**src/rtl/mdt_pkg.sv**
```systemverilog
// Package for the city-block distance transform block.
// Holds grid sizes, memory address widths, codes and the payload structs.
// No dependencies.
`default_nettype none

package mdt_pkg;

  // Grid capacity and derived widths
  localparam int MAX_ROWS = 64;
  localparam int MAX_COLS = 64;
  localparam int ROW_W    = $clog2(MAX_ROWS);
  localparam int COL_W    = $clog2(MAX_COLS);
  localparam int ADDR_W   = ROW_W + COL_W;
  localparam int DIST_W   = 7;
  localparam int DIM_W    = 7;

  localparam logic [DIST_W-1:0] UNREACHED = 7'd127;
  localparam logic [DIST_W-1:0] DIST_CAP  = 7'd126;
  localparam logic [DIM_W-1:0]  DIM_RESET = 7'd64;

  // Action codes
  localparam logic [1:0] ACT_LOAD    = 2'd0;
  localparam logic [1:0] ACT_COMPUTE = 2'd1;
  localparam logic [1:0] ACT_READ    = 2'd2;

  // Register indexes on the configuration port
  localparam logic REG_ROWS = 1'b0;
  localparam logic REG_COLS = 1'b1;

  localparam int PADDR_W = 3;

  typedef struct packed {
    logic [1:0] action;
    logic [5:0] row_index;
    logic [5:0] col_index;
    logic       cell_is_one;
  } in_item_t;

  typedef struct packed {
    logic              compute_done;
    logic [DIST_W-1:0] distance;
  } out_item_t;

  // Everything one cell update needs: own value and two neighbors
  typedef struct packed {
    logic              is_one;
    logic [DIST_W-1:0] own;
    logic              a_ok;
    logic [DIST_W-1:0] a_val;
    logic              b_ok;
    logic [DIST_W-1:0] b_val;
  } cell_nb_t;

endpackage

`default_nettype wire

```
**src/rtl/mdt_cell_update.sv**
```systemverilog
// Distance update of one cell from its own value and two neighbors.
// Depends on mdt_pkg for widths, constants and the neighbor struct.
`default_nettype none

module mdt_cell_update (
  input  mdt_pkg::cell_nb_t              nb,
  output logic [mdt_pkg::DIST_W-1:0]     upd_dist
);
  import mdt_pkg::*;

  logic [DIST_W-1:0] cand_a;
  logic [DIST_W-1:0] cand_b;
  logic [DIST_W-1:0] best;

  // Neighbor plus one, saturated at the cap; unreached neighbors give nothing
  always_comb begin
    cand_a = UNREACHED;
    if (nb.a_ok && (nb.a_val != UNREACHED)) begin
      cand_a = (nb.a_val >= DIST_CAP) ? DIST_CAP : nb.a_val + DIST_W'(1);
    end
    cand_b = UNREACHED;
    if (nb.b_ok && (nb.b_val != UNREACHED)) begin
      cand_b = (nb.b_val >= DIST_CAP) ? DIST_CAP : nb.b_val + DIST_W'(1);
    end
  end

  // Take the minimum; source cells are zero
  always_comb begin
    best = nb.own;
    if (cand_a < best) begin
      best = cand_a;
    end
    if (cand_b < best) begin
      best = cand_b;
    end
    upd_dist = nb.is_one ? best : '0;
  end

endmodule

`default_nettype wire

```
**config.mk**
```make
export PLATFORM = sky130hd
export DESIGN_NAME = mdt_cell_update
export DESIGN_NICKNAME = d
export VERILOG_FILES = /design/src/rtl/mdt_pkg.sv /design/src/rtl/mdt_cell_update.sv
export SDC_FILE = /design/constraint.sdc
export NUM_CORES = 1
export LEC_CHECK = 0
export BUFFER_PORTS_ARGS = -buffer_cell sky130_fd_sc_hd__buf_2
export CORE_MARGIN = 2
export CORE_UTILIZATION = 40
export DETAILED_ROUTE_END_ITERATION = 8
export GPL_ROUTABILITY_DRIVEN = 0
export GPL_TIMING_DRIVEN = 0
export PLACE_DENSITY = 0.76
export RECOVER_POWER = 25
export SLEW_MARGIN = 40
export SYNTH_ARGS = -nofsm -noshare
export SYNTH_HDL_FRONTEND = slang
export SYNTH_SLANG_ARGS = --single-unit
```
**constraint.sdc**
```tcl
create_clock -name vclk -period 6.2
set_input_delay 0.93 -clock vclk [all_inputs]
set_output_delay 0.93 -clock vclk [all_outputs]
set_load 0.03 [all_outputs]
```
==> metrics <==
# DRC 0; GRT Resource Usage Total 0.182; Area contributors post-synth ha_1, o31ai_2, mux2i_1; DR WL/cell 13.9 um; drt via density 5.82; violation count after the first detailed-routing iteration 16; min-delay worst type in -> out; Data arrival, critical path 5.11 ns; share of post-route cells with drive strength above 1 0.329; Crit. path cell count 20; Critical Path Max Stage Delay 0.39 ns; # clk buffers 0; crit path buf inv count 3; Final HPWL DP 2.08 mm; commonest non-fill, non-tap cell in the layout buf_2; CP Class in -> out; syn nets 160; Synth area leader ha_1; initial antenna violation count 0; period utilization 0.974; NetSw 0.0000904 W; Fmax 166 MHz; diodes inserted 0; fin area 1140 um^2; worst vdd ir 0.0000615 V; storage element area 0 um^2; core area 2170 um^2; Sum Neg Setup Slack 0 ns; Setup violations, final 0; Placed Area 1080 um^2; Int Pwr 0.0000591 W; Clock power frac 0; io pins 31; drt total wl 2.50 mm; outcome finished clean; CP startpoint nb[8]; sequential share of power 0; worst slew pin tran 0.504 ns; IO Port Bufs 31; sequential cells 0; mapped cell area 895 um^2; die width 51.3 um; Layout area overhead 27.0%; Die Span Y 51.3 um; CP Launch Type input port; Critical Path Sink Type output port; crit path time final 6.04 ns; Slew Limit Headroom 0.662; Nets 194; Max Slew Vio Count 0; routed vias 1048; maximum fanout along the worst path 7; die area 2630 um^2; CP required 5.27 ns; FP Rows 17; Setup crit end upd_dist[3]; Power Total 0.000150 W; commonest non-fill, non-tap cells in the layout buf_2, ha_1, nand2_1, inv_1; first-pass GRT wire length 3.92 mm; final hold violations 0; 1st-pass router iterations 4; non-filler cells, final 180; Pwr per Cell Area 132 nW/um^2; Critical-path top delay cell o311a_1; delay-heaviest family, CP compound AO/OA/AOI/OAI gates; top-area cell type share of the netlist area 0.224; sw frac 0.605; Post-Place Cells 179; Synth Instances 120; vias in the first global route 977; remaining antenna violation count 0; Cell Chain, Critical Path buf_2 > ha_1 > o311a_1 > a21oi_2 > o21ai_1 > ha_1 > and4_1 > nand3_1 > a41oi_2 > nor2_4 > mux2i_2 > ha_1 > a21oi_1 > o21ai_1 > a2111oi_2 > and4bb_4 > or2_1 > buf_6 > o31ai_2 > buf_2; Cell variety after synth 34; GRT Residual Overflow 0; post-synthesis area per instance 7.46 um^2; leak pwr 0.544 nW; sequential share of the synthesized area 0; cell repeated most along the worst path ha_1; Gate power share 1.000; Max Cap Violations 0; Initial Utilization 0.412; Synth Warn # 0; largest net degree at the start of global routing 10
==> how the worst min path moves through the flow <==
stage	startpoint	end	slack (ns)	cells past startpoint
3_3_place_gp	nb[23]	upd_dist[1]	2.35	4
2_1_floorplan	nb[23]	upd_dist[6]	2.10	2
5_1_grt	nb[23]	upd_dist[2]	2.39	4
3_5_place_dp	nb[23]	upd_dist[5]	2.35	4
6_report	nb[23]	upd_dist[5]	2.36	4
4_1_cts	nb[23]	upd_dist[5]	2.36	4
==> metal layers <==
metal,track usage,share of wire,up-vias
met1,0.216,0.43,492
met4,0,0,0
met5,0,0,-
met3,0,0.038,0
met2,0.383,0.54,28
li1,-,-,528
==> Yosys cell counts <==
| library cell | n |
|---|---|
| ha_1 | 16 |
| nand2_1 | 13 |
| inv_1 | 12 |
| o21ai_0 | 10 |
| a21oi_1 | 8 |
| mux2i_1 | 6 |
| o211ai_1 | 6 |
| nor2_1 | 5 |
| o31ai_2 | 5 |
| nand3_1 | 4 |
| and3_1 | 3 |
| nand4_1 | 3 |
| xor2_1 | 3 |
| a311o_1 | 2 |
| and3_2 | 2 |
| and4_1 | 2 |
| o21a_1 | 2 |
| xnor2_1 | 2 |
| a2111oi_0 | 1 |
| a31oi_1 | 1 |
| a41o_1 | 1 |
| a41oi_1 | 1 |
| and4bb_1 | 1 |
| and4bb_4 | 1 |
| buf_6 | 1 |
| nor2_2 | 1 |
| nor3_1 | 1 |
| o211a_1 | 1 |
| o221ai_1 | 1 |
| o311a_1 | 1 |
| o31ai_1 | 1 |
| o31ai_4 | 1 |
| or2_1 | 1 |
| or2_2 | 1 |
==> power by group through the flow <==
| stage | sequential [W] | clock (W) | combinational, W |
|---|---|---|---|
| floorplan | 0 | 0 | 0.000101 |
| global placement | 0 | 0 | 0.000134 |
| detailed placement | 0 | 0 | 0.000139 |
| CTS | 0 | 0 | 0.000144 |
| global route | 0 | 0 | 0.000163 |
| finish | 0 | 0 | 0.000150 |
==> through the flow <==
step,hold WS (ns),worst slack [ns],utilization
after global placement,2.35,-0.247,0.500
after CTS,2.36,0.00969,0.509
after floorplan,2.10,0.547,-
after detailed placement,2.35,-0.267,0.500
final,2.36,0.160,0.524
after global routing,2.39,-0.0450,0.524
==> layout make-up <==
type | instances | area, um^2
Buffer | 1 | 11.3
Inverter | 12 | 45.0
Fill cell | 224 | 1030
Multi-Input combinational cell | 107 | 882
Timing Repair Buffer | 32 | 163
Tap cell | 28 | 35.0
==> repair_timing <==
action                                  4_1_cts  5_1_grt
endpoints found under the setup margin        7        7
hold buffers                                  0        0
resized for setup                             6        6
pin swaps                                     0        1
setup buffers                                 0        1
==> kinds of logic (layout without fill, tap and decap cells) <==
logic type / Yosys count / in the layout / share of synthesized area
xor gates and xnor gates: 5 / 5 / 0.0490
buffers and inverters: 13 / 45 / 0.0629
adders and majority gates: 16 / 16 / 0.224
muxes: 6 / 6 / 0.0671
AOI/OAI and AO/OA: 42 / 42 / 0.362
and+or+nand+nor: 38 / 38 / 0.235
==> tightest hold or removal path, cell delays in order <==
cell and delay [ns]:
buf_2 0.15, o211ai_1 0.12, o31ai_2 0.07, buf_2 0.17
Power figures use the tool's default switching activity.
